===== config.mk =====
export PLATFORM = sky130hd
export DESIGN_NAME = scem_queue
export DESIGN_NICKNAME = d
export VERILOG_FILES = /design/src/hdl/scem_pkg.sv /design/src/hdl/scem_queue.sv
export SDC_FILE = /design/constraint.sdc
export NUM_CORES = 1
export LEC_CHECK = 0
export ABC_CLOCK_PERIOD_IN_PS = 4590
export BUFFER_PORTS_ARGS = -buffer_cell sky130_fd_sc_hd__buf_2
export CAP_MARGIN = 20
export CORE_ASPECT_RATIO = 0.8
export CORE_UTILIZATION = 40
export CTS_CLUSTER_DIAMETER = 150
export DETAILED_ROUTE_END_ITERATION = 8
export GPL_TIMING_DRIVEN = 0
export PLACE_DENSITY_LB_ADDON = 0.3
export SLEW_MARGIN = 5
export SYNTH_ARGS = -nofsm -noshare
export SYNTH_HDL_FRONTEND = slang
export SYNTH_SLANG_ARGS = --single-unit
export TNS_END_PERCENT = 20

===== constraint.sdc =====
create_clock -name clock -period 4.59 [get_ports clock]
set_input_delay 0 -clock clock [delete_from_list [all_inputs] [get_ports clock]]
set_output_delay 0 -clock clock [all_outputs]
set_load 0.02 [all_outputs]

===== src/hdl/scem_pkg.sv =====
// ----------------------------------------------------------------------------
// scem_pkg
// Shared types, constants and helpers for the cumulative energy map block.
// ----------------------------------------------------------------------------
`default_nettype none

package scem_pkg;

   localparam int MAX_WIDTH       = 4096;
   localparam int MAX_HEIGHT      = 4096;
   localparam int MAX_CHANNELS    = 4;
   localparam int SAMPLE_BITS     = 16;
   localparam int CUMULATIVE_BITS = 40;

   localparam int COL_BITS    = 12;
   localparam int ROW_BITS    = 12;
   localparam int DIM_BITS    = 13;
   localparam int CH_BITS     = 3;
   localparam int ENERGY_BITS = 20;
   localparam int PIXEL_BITS  = MAX_CHANNELS * SAMPLE_BITS;

   localparam logic [ENERGY_BITS-1:0] BORDER_ENERGY = 20'd1000000;

   localparam int Q_DEPTH    = 4;
   localparam int Q_PTR_BITS = 2;

   localparam int CSR_INDEX_BITS = 2;
   localparam int CSR_DATA_BITS  = 13;

   localparam logic [DIM_BITS-1:0] WIDTH_RESET    = 13'd640;
   localparam logic [DIM_BITS-1:0] HEIGHT_RESET   = 13'd480;
   localparam logic [CH_BITS-1:0]  CHANNELS_RESET = 3'd3;

   typedef enum logic [CSR_INDEX_BITS-1:0] {
      CSR_IMAGE_WIDTH   = 2'd0,
      CSR_IMAGE_HEIGHT  = 2'd1,
      CSR_CHANNELS_USED = 2'd2
   } csr_index_type;

   typedef logic [MAX_CHANNELS-1:0][SAMPLE_BITS-1:0] pixel_type;

   typedef struct packed {
      logic [SAMPLE_BITS-1:0] sample_0;
      logic [SAMPLE_BITS-1:0] sample_1;
      logic [SAMPLE_BITS-1:0] sample_2;
      logic [SAMPLE_BITS-1:0] sample_3;
   } req_payload_type;

   typedef struct packed {
      logic [COL_BITS-1:0]        column;
      logic [ROW_BITS-1:0]        row;
      logic [ENERGY_BITS-1:0]     local_energy;
      logic [CUMULATIVE_BITS-1:0] cumulative_energy;
      logic                       frame_done;
   } rsp_payload_type;

   // classified pixel, front to back
   typedef struct packed {
      pixel_type           pixel;
      logic [COL_BITS-1:0] col;
      logic [ROW_BITS-1:0] row;
      logic                has_work;  // row >= 1: a result is due
      logic                border;
      logic                first_pr;  // result row is row 0
      logic                last_row;
      logic                last_col;
      logic                right_ok;  // column + 1 inside the frame
      logic [CH_BITS-1:0]  nch;
   } work_item_type;

   function automatic logic [SAMPLE_BITS-1:0] absdiff(input logic [SAMPLE_BITS-1:0] a,
                                                      input logic [SAMPLE_BITS-1:0] b);
      return (a > b) ? a - b : b - a;
   endfunction

   function automatic logic [CUMULATIVE_BITS-1:0] min2(input logic [CUMULATIVE_BITS-1:0] a,
                                                       input logic [CUMULATIVE_BITS-1:0] b);
      return (a < b) ? a : b;
   endfunction

   function automatic logic [CUMULATIVE_BITS-1:0] sat_add(
         input logic [CUMULATIVE_BITS-1:0] a,
         input logic [ENERGY_BITS-1:0]     b);
      logic [CUMULATIVE_BITS:0] s;
      s = {1'b0, a} + {{(CUMULATIVE_BITS+1-ENERGY_BITS){1'b0}}, b};
      return s[CUMULATIVE_BITS] ? {CUMULATIVE_BITS{1'b1}} : s[CUMULATIVE_BITS-1:0];
   endfunction

endpackage

`default_nettype wire


===== src/hdl/scem_queue.sv =====
// ----------------------------------------------------------------------------
// scem_queue
// Short FIFO of classified pixels between front and back.
// ----------------------------------------------------------------------------
`default_nettype none

module scem_queue (
   input  wire logic                     clock,
   input  wire logic                     reset,
   input  wire logic                     push,
   input  wire scem_pkg::work_item_type  push_item,
   input  wire logic                     pop,
   output scem_pkg::work_item_type       head,
   output logic                          empty,
   output logic                          full
);
   import scem_pkg::*;

   work_item_type         entry_ff [Q_DEPTH];
   logic [Q_PTR_BITS-1:0] wr_ptr_ff, rd_ptr_ff;
   logic [Q_PTR_BITS:0]   count_ff, count_in;

   assign empty = (count_ff == '0);
   assign full  = (count_ff == (Q_PTR_BITS+1)'(Q_DEPTH));
   assign head  = entry_ff[rd_ptr_ff];

   always_comb begin
      count_in = count_ff;
      if (push && !pop) count_in = count_ff + (Q_PTR_BITS+1)'(1);
      if (pop && !push) count_in = count_ff - (Q_PTR_BITS+1)'(1);
   end

   always_ff @(posedge clock) begin
      if (reset) begin
         wr_ptr_ff <= '0;
         rd_ptr_ff <= '0;
         count_ff  <= '0;
      end else begin
         if (push) wr_ptr_ff <= wr_ptr_ff + Q_PTR_BITS'(1);
         if (pop)  rd_ptr_ff <= rd_ptr_ff + Q_PTR_BITS'(1);
         count_ff <= count_in;
      end
   end

   always_ff @(posedge clock) begin
      if (push) begin
         entry_ff[wr_ptr_ff] <= push_item;
      end
   end

endmodule

`default_nettype wire


After elaboration in Yosys (flattened, before gate mapping). Memories as Yosys holds them, arrays and structs flattened. A register that Yosys moved wholly into a read port is not among the register bits. Index checks and enable logic that the tools add are counted.

Bits in registers: 7. Bits in writable memories: 388. Logic and storage cells: 21. Memories kept: 1.

Memories: entry_ff (words 4, width 97, read ports 1, clocked after memory_dff 1, wr ports 1, line scem_queue.sv:19) `work_item_type entry_ff [Q_DEPTH];`.

Add/subtract/negate cells: 4. Eq/ne operators: 1. Multiplexer cells: 6. Reduce and logical (&&, ||, !) cells: 6.

Operators by type and width (count): 3-bit 2-to-1 mux (2); 2-bit by 1-bit adder with 2-bit output (second input constant) (2); 2-bit 2-to-1 mux (2); 3-bit by 1-bit adder with 3-bit output (second input constant) (1); 3-bit == test (second input constant) (1); 3-bit logical NOT (1); 3-bit by 1-bit subtractor with 3-bit output (second input constant) (1); 1-bit logical AND (2); 1-bit logical NOT (2); 1-bit 2-to-1 mux (2); 2-bit nonzero test (1).

Logic depth before layout (Yosys ltp).
Depth in word-level cells: 4. Depth in mapped cells: 7. Depth with buffers taken out: 7.

Worst setup path before layout. No wires, ideal clock.

Path type: reg2reg. From: reg wr_ptr_ff[0]. To: mem entry_ff[0][0] (netlist bit) (enable). Arrival: 2.786 ns. Setup slack: 1.337 ns. Stages on the path, launching flop included: 4. Buffers on the path: 0. Clock period less this slack: 3.253 ns. Cell sequence: dfxtp_1 -> inv_1 -> ha_1 -> and2_1.

RTL lines: start: declaration (line scem_queue.sv:20) `logic [Q_PTR_BITS-1:0] wr_ptr_ff, rd_ptr_ff;`; start signal: assignment (line scem_queue.sv:39) `if (push) wr_ptr_ff <= wr_ptr_ff + Q_PTR_BITS'(1);`; end: declaration (line scem_queue.sv:19).

No word-level cell before the write port.

==> summary.txt <==
Synth
  • #FFs+latches synth: 397
  • Synth Cell Area: 0.0144 mm^2
  • Synth Flop Type: edfxtp_1
  • Async S/R FF share, synth: 0%
  • Post-synth cell types: 21
  • Number of synthesized flops with an enable pin: 388
  • Cells after synthesis: 554
  • Syn_nets: 661
  • Syn Area/Cell: 26.0 um^2
  • Sequential share of the synthesized area: 82.1%
  • Yosys warning count: 0

Worst setup path
  • Worst setup SP type: register
  • Worst Path Required: 4.59 ns
  • Critical R2R Launch: wr_ptr_ff[0]$_SDFFE_PP0P_
  • Worst setup EP type: output port
  • Reg2Reg Depth: 3
  • Crit Path Class: reg2out
  • Worst-path fanout max: 10
  • Worst endpoint data arrival time: 2.30 ns
  • Reg-to-reg slack, setup: 2.61 ns
  • R2R Path End: entry_ff[1][63]$_DFFE_PP_

Pwr
  • PD cells: 446 mW/mm^2
  • Switching Power: 0.00184 W
  • Pleak: 6.25 nW
  • Sw Share: 22.5%
  • Sequential Power Share: 51.3%
  • Total Power Consumption: 0.00819 W
  • VDD IR-drop max: 0.364 mV
  • Clk network pwr share: 37.0%
  • Internal Dissipation: 0.00634 W
  • Comb pwr share: 11.7%

Placement
  • IO Port Bufs: 198
  • Dpl cells: 1229
  • DP Area: 0.0161 mm^2
  • Routability Congestion: 0.668
  • Dpl hpwl: 16.5 mm

Die
  • Die Y: 172 um
  • Io pins: 200
  • # rows: 61
  • Core area: 0.0351 mm^2
  • Initial Utilization: 41.1%
  • Die width: 214 um
  • Die area: 0.0368 mm^2

Global routing
  • Top Usage Layer GRT: met2
  • Met1 Usage GRT: 20.2%
  • Antenna violations before repair: 0
  • GR Layer Usage met3: 3.98%
  • First-pass GRT wire length: 42.2 mm
  • GRT Util Overall: 15.2%
  • Largest net degree at the start of global routing: 54
  • Vias in the first global route: 7367
  • Grt met2 use: 24.8%
  • GRT overflow: 0

Routing
  • Post-route ant nets: 0
  • DRC violation count after routing: 0
  • WL final: 27.7 mm
  • DR vias/cell: 4.89
  • DR pass1 iterations: 4
  • Per-cell routed wire length: 19.8 um
  • Initial detailed-routing violation count: 406
  • Via Count: 6849

Clock tree
  • # clock sinks: 397
  • Worst-skew pair later-pin latency: 0.53 ns
  • Postcts setup bufs: 0
  • Max Root-Sink Buffers: 3
  • Post-CTS sizing: 0
  • Clock slew at the register clock pins of the worst setup and hold paths: 0.06 ns
  • CTS tree: done
  • Hold-fix buffers at CTS: 101
  • Num CTS Buffers: 41
  • H-tree Lvls: 2
  • Clock Tree Root: clkbuf_16

STA
  • Slew Limit Fails: 0
  • Final worst-path cycle share: 50.2%
  • Crit path time final: 2.30 ns
  • RSZ-0062 raised after global routing: no
  • Max Clock Skew: 0.0104 ns
  • Least-Margin Pin Slew: 0.837 ns
  • Slew headroom: 44.2%
  • Max Clock Freq: 434 MHz
  • Hold Fails Final Rpt: 0
  • Final setup fails: 0

Worst hold path
  • Worst Min Path Start: push_item[76]
  • Hold depth: 2
  • Hold Crit Class: in2reg
  • Hold endpoint: entry_ff[2][76]$_DFFE_PP_

Job
  • Max Cap Viol: 0

Layout
  • Final instance area: 0.0184 mm^2
  • Share of layout cells above drive strength 1: 39.7%
  • # diodes: 0
  • P&R area growth vs syn: 27.4%
  • # nets final: 1008
  • Finished Layout Cells: 1401

Outcome
  • Outcome: finished clean
cells in the final DEF (no fill, tap or decap):
master	count
clkbuf_16	43
and3_1	1
buf_16	4
dfxtp_1	9
nor3_1	1
nand2_1	1
o21ai_0	1
fa_1	1
clkinv_1	8
xnor2_1	2
buf_12	1
clkinv_2	4
and2_4	4
clkbuf_1	21
dlygate4sd3_1	101
bufinv_16	1
ha_1	5
buf_8	4
or3_1	1
mux4_2	97
a21oi_1	2
buf_6	1
xor2_1	3
edfxtp_1	388
inv_6	1
inv_1	6
buf_2	209
mux2i_1	1
nor2_1	8
worst max-delay path: stages, from the launching register on:
cell and delay (ns):
dfxtp_1 0.30, buf_2 0.25, buf_2 0.31, buf_2 0.35
mux4_2 0.37, buf_2 0.18
power groups by stage:
stage / logic [W] / clock network (W) / registers, W
5_1_grt: 0.00103 / 0.00325 / 0.00421
6_report: 0.000957 / 0.00303 / 0.00420
3_3_place_gp: 0.000878 / 0 / 0.00430
2_1_floorplan: 0.000564 / 0 / 0.00428
4_1_cts: 0.000980 / 0.00311 / 0.00420
3_5_place_dp: 0.000907 / 0 / 0.00428
synth_stat cells (2+ instances only):
cell / instances / share of area (%)
a21oi_1: 2 / 0.069
and2_1: 4 / 0.17
buf_2: 11 / 0.38
buf_8: 4 / 0.42
clkbuf_1: 7 / 0.18
dfxtp_1: 9 / 1.2
edfxtp_1: 388 / 81
ha_1: 5 / 0.43
inv_1: 6 / 0.16
mux4_2: 97 / 15
nor2_1: 8 / 0.21
xnor2_1: 2 / 0.12
xor2_1: 3 / 0.18
sequential cells by signal, indices dropped and copies added, names as in the netlist, named ones only:
register / count
entry_ff: 388
count_ff: 3
rd_ptr_ff: 2
wr_ptr_ff: 2
final cells by class:
class	instances	area, um^2
buffer	23	153
fill	2786	16700
timing repair buffer	304	2130
clock buffer	57	1130
tap	472	591
sequential	397	11800
inverter	6	22.5
multi-input combinational	128	2420
clock inverter	14	88.8
per-stage QoR:
stage,hold WS (ns),setup TNS [ns],utilization [%],worst slack [ns]
final,0.221,0,52.3,2.29
after CTS,0.184,0,52.3,2.19
after floorplan,0.0989,0,-,1.34
after global placement,0.216,-209.77,45.6,-0.607
after detailed placement,0.218,0,46.0,2.56
after global routing,0.209,0,52.3,2.14
how the worst max path moves through the flow:
stage | from | to
final | register | head[72]
after global routing | register | head[72]
after CTS | register | head[3]
after detailed placement | wr_ptr_ff[0]$_SDFFE_PP0P_ | entry_ff[1][54]$_DFFE_PP_
after global placement | wr_ptr_ff[0]$_SDFFE_PP0P_ | entry_ff[1][61]$_DFFE_PP_
after floorplan | wr_ptr_ff[0]$_SDFFE_PP0P_ | entry_ff[0][0]$_DFFE_PP_
per-layer routing:
metal,vias to the layer above,wire length (um)
li1,3066,-
met1,3580,12200
met2,172,13400
met3,31,1650
met4,0,431
met5,-,0
kinds of logic (layout without fill, tap and decap cells):
family / after synthesis / after routing / synth area share [%]
AOI/OAI and AO/OA: 3 / 3 / 0.104
xor gates and xnor gates: 5 / 5 / 0.304
adders and majority gates: 6 / 6 / 0.573
buffers and inverters: 29 / 404 / 1.21
DFF: 397 / 397 / 82.1
muxes: 98 / 98 / 15.2
and+or+nand+nor: 16 / 16 / 0.529
Power figures use the tool's default switching activity.
