### src/hdl/scem_pkg.sv
// ----------------------------------------------------------------------------
// scem_pkg
// Shared types, constants and helpers for the cumulative energy map block.
// ----------------------------------------------------------------------------
`default_nettype none

package scem_pkg;

   localparam int MAX_WIDTH       = 4096;
   localparam int MAX_HEIGHT      = 4096;
   localparam int MAX_CHANNELS    = 4;
   localparam int SAMPLE_BITS     = 16;
   localparam int CUMULATIVE_BITS = 40;

   localparam int COL_BITS    = 12;
   localparam int ROW_BITS    = 12;
   localparam int DIM_BITS    = 13;
   localparam int CH_BITS     = 3;
   localparam int ENERGY_BITS = 20;
   localparam int PIXEL_BITS  = MAX_CHANNELS * SAMPLE_BITS;

   localparam logic [ENERGY_BITS-1:0] BORDER_ENERGY = 20'd1000000;

   localparam int Q_DEPTH    = 4;
   localparam int Q_PTR_BITS = 2;

   localparam int CSR_INDEX_BITS = 2;
   localparam int CSR_DATA_BITS  = 13;

   localparam logic [DIM_BITS-1:0] WIDTH_RESET    = 13'd640;
   localparam logic [DIM_BITS-1:0] HEIGHT_RESET   = 13'd480;
   localparam logic [CH_BITS-1:0]  CHANNELS_RESET = 3'd3;

   typedef enum logic [CSR_INDEX_BITS-1:0] {
      CSR_IMAGE_WIDTH   = 2'd0,
      CSR_IMAGE_HEIGHT  = 2'd1,
      CSR_CHANNELS_USED = 2'd2
   } csr_index_type;

   typedef logic [MAX_CHANNELS-1:0][SAMPLE_BITS-1:0] pixel_type;

   typedef struct packed {
      logic [SAMPLE_BITS-1:0] sample_0;
      logic [SAMPLE_BITS-1:0] sample_1;
      logic [SAMPLE_BITS-1:0] sample_2;
      logic [SAMPLE_BITS-1:0] sample_3;
   } req_payload_type;

   typedef struct packed {
      logic [COL_BITS-1:0]        column;
      logic [ROW_BITS-1:0]        row;
      logic [ENERGY_BITS-1:0]     local_energy;
      logic [CUMULATIVE_BITS-1:0] cumulative_energy;
      logic                       frame_done;
   } rsp_payload_type;

   // classified pixel, front to back
   typedef struct packed {
      pixel_type           pixel;
      logic [COL_BITS-1:0] col;
      logic [ROW_BITS-1:0] row;
      logic                has_work;  // row >= 1: a result is due
      logic                border;
      logic                first_pr;  // result row is row 0
      logic                last_row;
      logic                last_col;
      logic                right_ok;  // column + 1 inside the frame
      logic [CH_BITS-1:0]  nch;
   } work_item_type;

   function automatic logic [SAMPLE_BITS-1:0] absdiff(input logic [SAMPLE_BITS-1:0] a,
                                                      input logic [SAMPLE_BITS-1:0] b);
      return (a > b) ? a - b : b - a;
   endfunction

   function automatic logic [CUMULATIVE_BITS-1:0] min2(input logic [CUMULATIVE_BITS-1:0] a,
                                                       input logic [CUMULATIVE_BITS-1:0] b);
      return (a < b) ? a : b;
   endfunction

   function automatic logic [CUMULATIVE_BITS-1:0] sat_add(
         input logic [CUMULATIVE_BITS-1:0] a,
         input logic [ENERGY_BITS-1:0]     b);
      logic [CUMULATIVE_BITS:0] s;
      s = {1'b0, a} + {{(CUMULATIVE_BITS+1-ENERGY_BITS){1'b0}}, b};
      return s[CUMULATIVE_BITS] ? {CUMULATIVE_BITS{1'b1}} : s[CUMULATIVE_BITS-1:0];
   endfunction

endpackage

`default_nettype wire

### src/hdl/scem_front.sv
// ----------------------------------------------------------------------------
// scem_front
// Config registers, raster position counters and pixel classification.
// ----------------------------------------------------------------------------
`default_nettype none

module scem_front (
   input  wire logic                                  clock,
   input  wire logic                                  reset,
   input  wire logic                                  csr_write_enable,
   input  wire logic [scem_pkg::CSR_INDEX_BITS-1:0]   csr_index,
   input  wire logic [scem_pkg::CSR_DATA_BITS-1:0]    csr_write_data,
   input  wire logic                                  req_valid,
   output logic                                       req_stall,
   input  wire scem_pkg::req_payload_type             req_data,
   input  wire logic                                  q_full,
   output logic                                       q_push,
   output scem_pkg::work_item_type                    q_item
);
   import scem_pkg::*;

   logic [DIM_BITS-1:0] width_ff, height_ff;
   logic [CH_BITS-1:0]  chan_ff;
   logic [COL_BITS-1:0] col_ff, col_in;
   logic [ROW_BITS-1:0] row_ff, row_in;
   logic [DIM_BITS-1:0] w_eff, h_eff, col_x, row_x, c, r, cn, rn;
   logic [CH_BITS-1:0]  nch;

   always_ff @(posedge clock) begin
      if (reset) begin
         width_ff  <= WIDTH_RESET;
         height_ff <= HEIGHT_RESET;
         chan_ff   <= CHANNELS_RESET;
      end else if (csr_write_enable) begin
         case (csr_index_type'(csr_index))
            CSR_IMAGE_WIDTH:   width_ff  <= csr_write_data;
            CSR_IMAGE_HEIGHT:  height_ff <= csr_write_data;
            CSR_CHANNELS_USED: chan_ff   <= csr_write_data[CH_BITS-1:0];
            default: ;
         endcase
      end
   end

   // clamp registers to legal ranges
   always_comb begin
      w_eff = (width_ff == '0) ? DIM_BITS'(1) :
              (width_ff > DIM_BITS'(MAX_WIDTH)) ? DIM_BITS'(MAX_WIDTH) : width_ff;
      h_eff = (height_ff < DIM_BITS'(2)) ? DIM_BITS'(2) :
              (height_ff > DIM_BITS'(MAX_HEIGHT)) ? DIM_BITS'(MAX_HEIGHT) : height_ff;
      nch   = (chan_ff == '0) ? CH_BITS'(1) :
              (chan_ff > CH_BITS'(MAX_CHANNELS)) ? CH_BITS'(MAX_CHANNELS) : chan_ff;
   end

   // position of this pixel; a shrunk frame wraps the kept counters
   always_comb begin
      col_x = {1'b0, col_ff};
      row_x = {1'b0, row_ff};
      if (col_x >= w_eff) begin
         c = '0;
         r = row_x + DIM_BITS'(1);
      end else begin
         c = col_x;
         r = row_x;
      end
      if (r >= h_eff) begin
         r = '0;
      end
      cn = c + DIM_BITS'(1);
      rn = r + DIM_BITS'(1);
      if (cn >= w_eff) begin
         col_in = '0;
         row_in = (rn >= h_eff) ? '0 : rn[ROW_BITS-1:0];
      end else begin
         col_in = cn[COL_BITS-1:0];
         row_in = r[ROW_BITS-1:0];
      end
   end

   assign req_stall = q_full;
   assign q_push    = req_valid & ~q_full;

   always_comb begin
      q_item.pixel[0] = req_data.sample_0;
      q_item.pixel[1] = req_data.sample_1;
      q_item.pixel[2] = req_data.sample_2;
      q_item.pixel[3] = req_data.sample_3;
      q_item.col      = c[COL_BITS-1:0];
      q_item.row      = r[ROW_BITS-1:0];
      q_item.has_work = (r != '0);
      q_item.first_pr = (r == DIM_BITS'(1));
      q_item.last_row = (r == h_eff - DIM_BITS'(1));
      q_item.last_col = (c == w_eff - DIM_BITS'(1));
      q_item.right_ok = (cn < w_eff);
      q_item.border   = (c == '0) || (r == DIM_BITS'(1)) || (c == w_eff - DIM_BITS'(1));
      q_item.nch      = nch;
   end

   always_ff @(posedge clock) begin
      if (reset) begin
         col_ff <= '0;
         row_ff <= '0;
      end else if (q_push) begin
         col_ff <= col_in;
         row_ff <= row_in;
      end
   end

endmodule

`default_nettype wire

### config.mk
export PLATFORM = sky130hd
export DESIGN_NAME = scem_front
export DESIGN_NICKNAME = d
export VERILOG_FILES = /design/src/hdl/scem_pkg.sv /design/src/hdl/scem_front.sv
export SDC_FILE = /design/constraint.sdc
export NUM_CORES = 1
export LEC_CHECK = 0
export BUFFER_PORTS_ARGS = -buffer_cell sky130_fd_sc_hd__buf_2
export CAP_MARGIN = 20
export CORE_MARGIN = 2
export CORE_UTILIZATION = 54
export CTS_CLUSTER_DIAMETER = 40
export DETAILED_ROUTE_END_ITERATION = 8
export PLACE_DENSITY = 0.89
export SETUP_SLACK_MARGIN = 0.3
export SYNTH_ARGS = -nofsm -noshare
export SYNTH_HDL_FRONTEND = slang
export SYNTH_SLANG_ARGS = --single-unit
### constraint.sdc
create_clock -name clock -period 9.1 [get_ports clock]
set_input_delay 0.455 -clock clock [delete_from_list [all_inputs] [get_ports clock]]
set_output_delay 0.455 -clock clock [all_outputs]
set_load 0.01 [all_outputs]
== Yosys cells after proc, flatten, opt, wreduce, memory -nomap -nowiden ==
Index checks and enable logic that the tools add are counted.

* Register bits after elaboration: 53
* Input bits: 84
* Output and inout bits: 99
* Word-level logic and storage cells: 48

* $add $sub $neg: 5
* Order comparisons: 9
* Equality and inequality tests: 5
* Mux-type cells: 12
* Bitwise gates (word level): 2
* Reduce and logical (&&, ||, !) cells: 10

{| class="wikitable"
|+ Operators with widths
! cell !! count
|-
| 13-bit two-way mux || 6
|-
| 12-bit two-way mux || 4
|-
| 13-bit >= comparator || 3
|-
| 13-bit by 1-bit adder with 13-bit output (second input constant) || 2
|-
| 13-bit == test || 2
|-
| 13-bit greater-than comparator (second input constant) || 2
|-
| 13-bit logical NOT || 2
|-
| 13-bit by 1-bit subtractor with 13-bit output (second input constant) || 2
|-
| 12-bit by 1-bit adder with 13-bit output (second input constant) || 1
|-
| 13-bit by 1-bit == test with 1-bit output (second input constant) || 1
|-
| 12-bit by 13-bit >= comparator with 1-bit output || 1
|-
| 13-bit less-than comparator || 1
|-
| 13-bit by 2-bit less-than comparator with 1-bit output (second input constant) || 1
|-
| 13-bit nonzero test || 1
|-
| 3-bit two-way mux || 2
|-
| 2-bit AND reduction || 3
|-
| 3-bit greater-than comparator (second input constant) || 1
|-
| 3-bit logical NOT || 1
|-
| 2-bit by 1-bit == test with 1-bit output (second input constant) || 1
|-
| 2-bit == test (second input constant) || 1
|-
| 2-bit logical NOT || 1
|-
| 1-bit logical OR || 2
|-
| 1-bit AND || 1
|-
| 1-bit inverter || 1
|}

== Depth between registers and ports, before layout ==
* Word-level depth: 11
* Gate-level depth with buffers: 34
* Depth with buffers taken out: 30

== Worst setup path before layout ==
No wires, ideal clock.

* Kind: register to register
* From: register width_ff[2]
* To: register row_ff[9]
* Data arrival time: 7680 ps
* Required time: 9018 ps
* Setup slack: 1338 ps
* Stages on the path, launching flop included: 34
* Clock period less this slack: 7762 ps
* Path through: dfxtp_1 or4_4 and4bb_1 o21ai_0 inv_1 ha_1 nand2_1 nor3_2 o21bai_1 buf_6 a311oi_2 xnor2_1 inv_1 ha_1 and3_1 a2111oi_0 o211ai_1 and2_1 buf_4 buf_2 nor2_1 ha_1 and2_1 nand4_1 o21a_1 or2_2 ha_1 and4_1 a31o_2 a2111oi_4 and3_1 clkbuf_1 or4b_1 o221ai_1

{| class="wikitable"
|+ RTL lines
! what !! line !! source
|-
| from (decl) || scem_front.sv:22 || <nowiki>logic [DIM_BITS-1:0] width_ff, height_ff;</nowiki>
|-
| from (signal assigned) || scem_front.sv:36 || <nowiki>CSR_IMAGE_WIDTH: width_ff <= csr_write_data;</nowiki>
|-
| to (signal assigned) || scem_front.sv:104 || <nowiki>row_ff <= row_in;</nowiki>
|-
| to (decl) || scem_front.sv:25 || <nowiki>logic [ROW_BITS-1:0] row_ff, row_in;</nowiki>
|}

== Final worst setup path ==
* From: register width_ff[12]
* To: register row_ff[9]

* Word-level cells in the longest chain between the ends: 11
* Elaborated cells on any way between the ends: 15

{| class="wikitable"
|+ Ends and longest elaborated chain
! what !! line !! source
|-
| 13-bit greater-than comparator || scem_front.sv:47 || <nowiki>(width_ff > DIM_BITS'(MAX_WIDTH)) ? DIM_BITS'(MAX_WIDTH) : width_ff;</nowiki>
|-
| 13-bit two-way mux || scem_front.sv:47 ||
|-
| 13-bit two-way mux (*) || scem_front.sv:46 || <nowiki>w_eff = (width_ff == '0) ? DIM_BITS'(1) :</nowiki>
|-
| 12-bit by 13-bit >= comparator with 1-bit output || scem_front.sv:58 || <nowiki>if (col_x >= w_eff) begin</nowiki>
|-
| 13-bit two-way mux || scem_front.sv:58 ||
|-
| 13-bit >= comparator || scem_front.sv:65 || <nowiki>if (r >= h_eff) begin</nowiki>
|-
| 13-bit two-way mux || scem_front.sv:65 ||
|-
| 13-bit by 1-bit adder with 13-bit output || scem_front.sv:69 || <nowiki>rn = r + DIM_BITS'(1);</nowiki>
|-
| 13-bit >= comparator || scem_front.sv:72 || <nowiki>row_in = (rn >= h_eff) ? '0 : rn[ROW_BITS-1:0];</nowiki>
|-
| 12-bit two-way mux || scem_front.sv:72 ||
|-
| 12-bit two-way mux (*) || scem_front.sv:70 || <nowiki>if (cn >= w_eff) begin</nowiki>
|}

Mark *: on every way between the ends. The rest lies on a longest branch, timed or not.
A chain may end at the register's enable or synchronous reset.

==> key figures <==
Outcome
  – Status: completed

Global routing
  – Total grt overflow: 0
  – First-pass GRT wire length: around 27000 um
  – Vias in the first global route: 5455
  – Pin count of the biggest net entering global routing: 43
  – Met2 Use GR: 0.4397
  – Met3 Use GR: 0.05379
  – Antenna violations before repair: 0
  – Busiest grt layer: met2
  – Total GRT Usage: 0.2682
  – Met1 Usage GRT: 0.3407

Yosys
  – Sequential area share after synthesis: 0.1729
  – Syn Area/Cell: between 7 and 8 um2
  – Post-synth top area share: 0.1729
  – Cells after Synth: 838
  – Post-synth EDFFs: 0
  – #FFs+latches synth: 53
  – FFs w/ async S/R, synth: 0
  – Most frequent cell after synthesis: nand2_1
  – Dominant synthesized flop cell: dfxtp_1
  – Post-synth top cells: nand2_1, nor2_1, buf_4
  – Top post-synthesis cells by area: dfxtp_1, ha_1, buf_4, nand2_1, xnor2_1
  – Largest area contributor in the netlist: dfxtp_1
  – Syn Std Cell Area: ~6100 um2
  – Yosys warns: 0
  – Mapped Nets: slightly below 1000
  – Unique masters post-synth: 80

Floorplanning
  – Die Area: around 12000 um2
  – CORE AREA: between 10000 and 15000 um2
  – Die extent in x: ~110 um
  – Num ports: around 180
  – Starting density of the core: 0.5587
  – Die height: 110.6 um
  – Row count: 38

Timing
  – F_max: around 0.12 GHz
  – Fin crit share: 0.8922
  – Endpoints failing setup: 0
  – Final setup TNS: 0 ps
  – Fin. Hold Viols: 0
  – Clk_skew: 11.64 ps
  – Slew HR: 0.3227
  – RSZ-0062 raised after global routing: false
  – Tmin final: ~8100 ps
  – Measured slew at the worst slew-check pin: roughly 1000 ps
  – Slew Viols, Final: 0

Finish
  – Post-layout util: 0.5599
  – Share of cells above drive strength 1: 0.1320
  – Area Overhead vs Synth: 0.2243%
  – Layout Cells excl Fill: around 940
  – Fill count: ~1000
  – Final #Nets: 945
  – Ant. Diodes: 0

Power
  – Power Dens Cells: approximately 100 nW/um2
  – Design Power: between 0.6 and 0.7 mW
  – Internal power: 0.4033 mW
  – Leak: around 2.7 nW
  – Sw Share: 0.3420
  – Sequential Power Share: 0.410
  – Psw: between 0.2 and 0.25 mW
  – VDD IR-drop max: about 0.07 mV
  – Clock Power Share: 0.342
  – Logic gate share of total power: 0.248

Clocking
  – CTS H-tree lvls: 2
  – Number of buffers created by CTS: 5
  – Clock latency at the later pin of the worst-skew pair: 310 ps
  – Clock sink count: 53
  – CTS clock-pin slew for the worst setup and hold paths: roughly 80 ps
  – CTS tree: built
  – Root buffer cell: clkbuf_16
  – Clk buf depth: 2
  – Postcts setup bufs: 0

Route
  – DRC viols: 0
  – Via density: between 6 and 7
  – DRT iter0 DRCs: around 500
  – Post-Route WL: about 17000 um
  – Pre-antenna DRT Iters: 6
  – Vias: between 5000 and 6000
  – DR WL/cell: approximately 18 um
  – Antenna-violating nets left: 0

Placed design
  – Final HPWL DP: 13030 um
  – Count of buffers from port buffering: 54
  – Final RePlAce weighted congestion: roughly 1
  – Cells after DPL: around 940

Setup path
  – Reg-to-reg endpoint: row_ff[9]$_SDFFE_PP0P_
  – Top Family by Delay on Critical Path: simple AND/OR/NAND/NOR gates
  – Worst Path Max Fanout: 18
  – WP depth: 27
  – Worst r2r path cells: 27
  – Setup crit start: width_ff[12]$_SDFFE_PP0P_
  – CP max stage delay: 670 ps
  – CP required: approximately 9300 ps
  – Slowest stage cell on the critical path: a2111oi_4
  – Worst r2r src: width_ff[12]$_SDFFE_PP0P_
  – R2r setup slk: between 900 and 1000 ps
  – Crit path buf inv count: 2
  – Kind of critical path: flop to flop
  – CP endpoint kind: flop
  – Critical path capture point: row_ff[9]$_SDFFE_PP0P_
  – CP arrival: 8340 ps
  – CP startpoint kind: flop

Run
  – MaxCap Viol Count: 0

Hold path
  – Min-delay worst type: input port to flop
worst min path at each step:
stage / from / endpoint / depth (start not counted)
2_1_floorplan: height_ff[4]$_SDFFE_PP0P_ / height_ff[4]$_SDFFE_PP0P_ / 2
3_3_place_gp: height_ff[4]$_SDFFE_PP0P_ / height_ff[4]$_SDFFE_PP0P_ / 2
3_5_place_dp: chan_ff[1]$_SDFFE_PP1P_ / chan_ff[1]$_SDFFE_PP1P_ / 2
4_1_cts: csr_write_data[8] / height_ff[8]$_SDFFE_PP1P_ / 3
5_1_grt: csr_write_data[8] / height_ff[8]$_SDFFE_PP1P_ / 3
6_report: csr_write_data[8] / height_ff[8]$_SDFFE_PP1P_ / 3
registers in the layout (all words and copies together) (netlist names):
name,count
chan_ff,3
col_ff,12
width_ff,13
height_ff,13
row_ff,12
per-stage QoR:
step           worst slack [ps]  hold slack (ps)  cell area [um2]
2_1_floorplan              1338            449.0             6136
3_3_place_gp               1288            475.3             5992
3_5_place_dp               1040            490.1             5992
4_1_cts                    1013            375.5             6146
5_1_grt                   404.4            407.0             6150
6_report                  980.8            370.9             6150
tightest hold or removal path: stages:
cell	delay [ps]
buf_2	90
nand2_1	40
nand3_1	60
what timing repair did:
action	4_1_cts	5_1_grt
gates resized for setup	0	1
endpoints found under the setup margin	0	1
hold buffers	0	0
placed cells by master (no fill, tap or decap), types with 18 or more instances in the layout:
master   count
nor3_1      18
buf_2       54
ha_1        59
nand3_1     38
inv_1       31
xor2_1      18
nor2_1      69
xnor2_1     32
a21oi_1     54
dfxtp_1     53
nand2_1    120
o21ai_0     25
logic make-up after synthesis:
kind of cell	count (synthesis)	synth area share
and+or+nand+nor	344	0.2849
AOI/OAI and AO/OA	184	0.2078
buffers and inverters	141	0.1297
adders and majority gates	59	0.1203
DFF	53	0.1729
xor gates and xnor gates	51	0.07402
muxes	6	0.01040
layer usage:
layer | part of all wire | routed length [um] | vias to the layer above
li1 | - | - | 2853
met1 | 0.43 | 7228 | 2760
met2 | 0.46 | 7648 | 293
met3 | 0.080 | 1341 | 56
met4 | 0.030 | 507 | 2
met5 | 0.0023 | 39 | -
layout make-up:
type / count / area (um2) / share of cell area
multi-input combinational: 644 / 4279 / 0.6958
sequential: 53 / 1061 / 0.1725
timing repair buffer: 65 / 352.8 / 0.05738
tap: 140 / 175.2 / 0.02848
inverter: 33 / 127.6 / 0.02075
clock buffer: 5 / 125.1 / 0.02035
clock inverter: 3 / 28.78 / 0.004680
power groups by stage:
stage               Sequential, mW  Clock [mW]  Combinational [mW]
floorplan                    0.251           0               0.136
global placement             0.256           0               0.145
detailed placement           0.256           0               0.148
CTS                          0.251       0.211               0.149
global route                 0.253       0.221               0.167
finish                       0.251       0.210               0.152
Note: power is estimated with default switching activity, not from simulation.
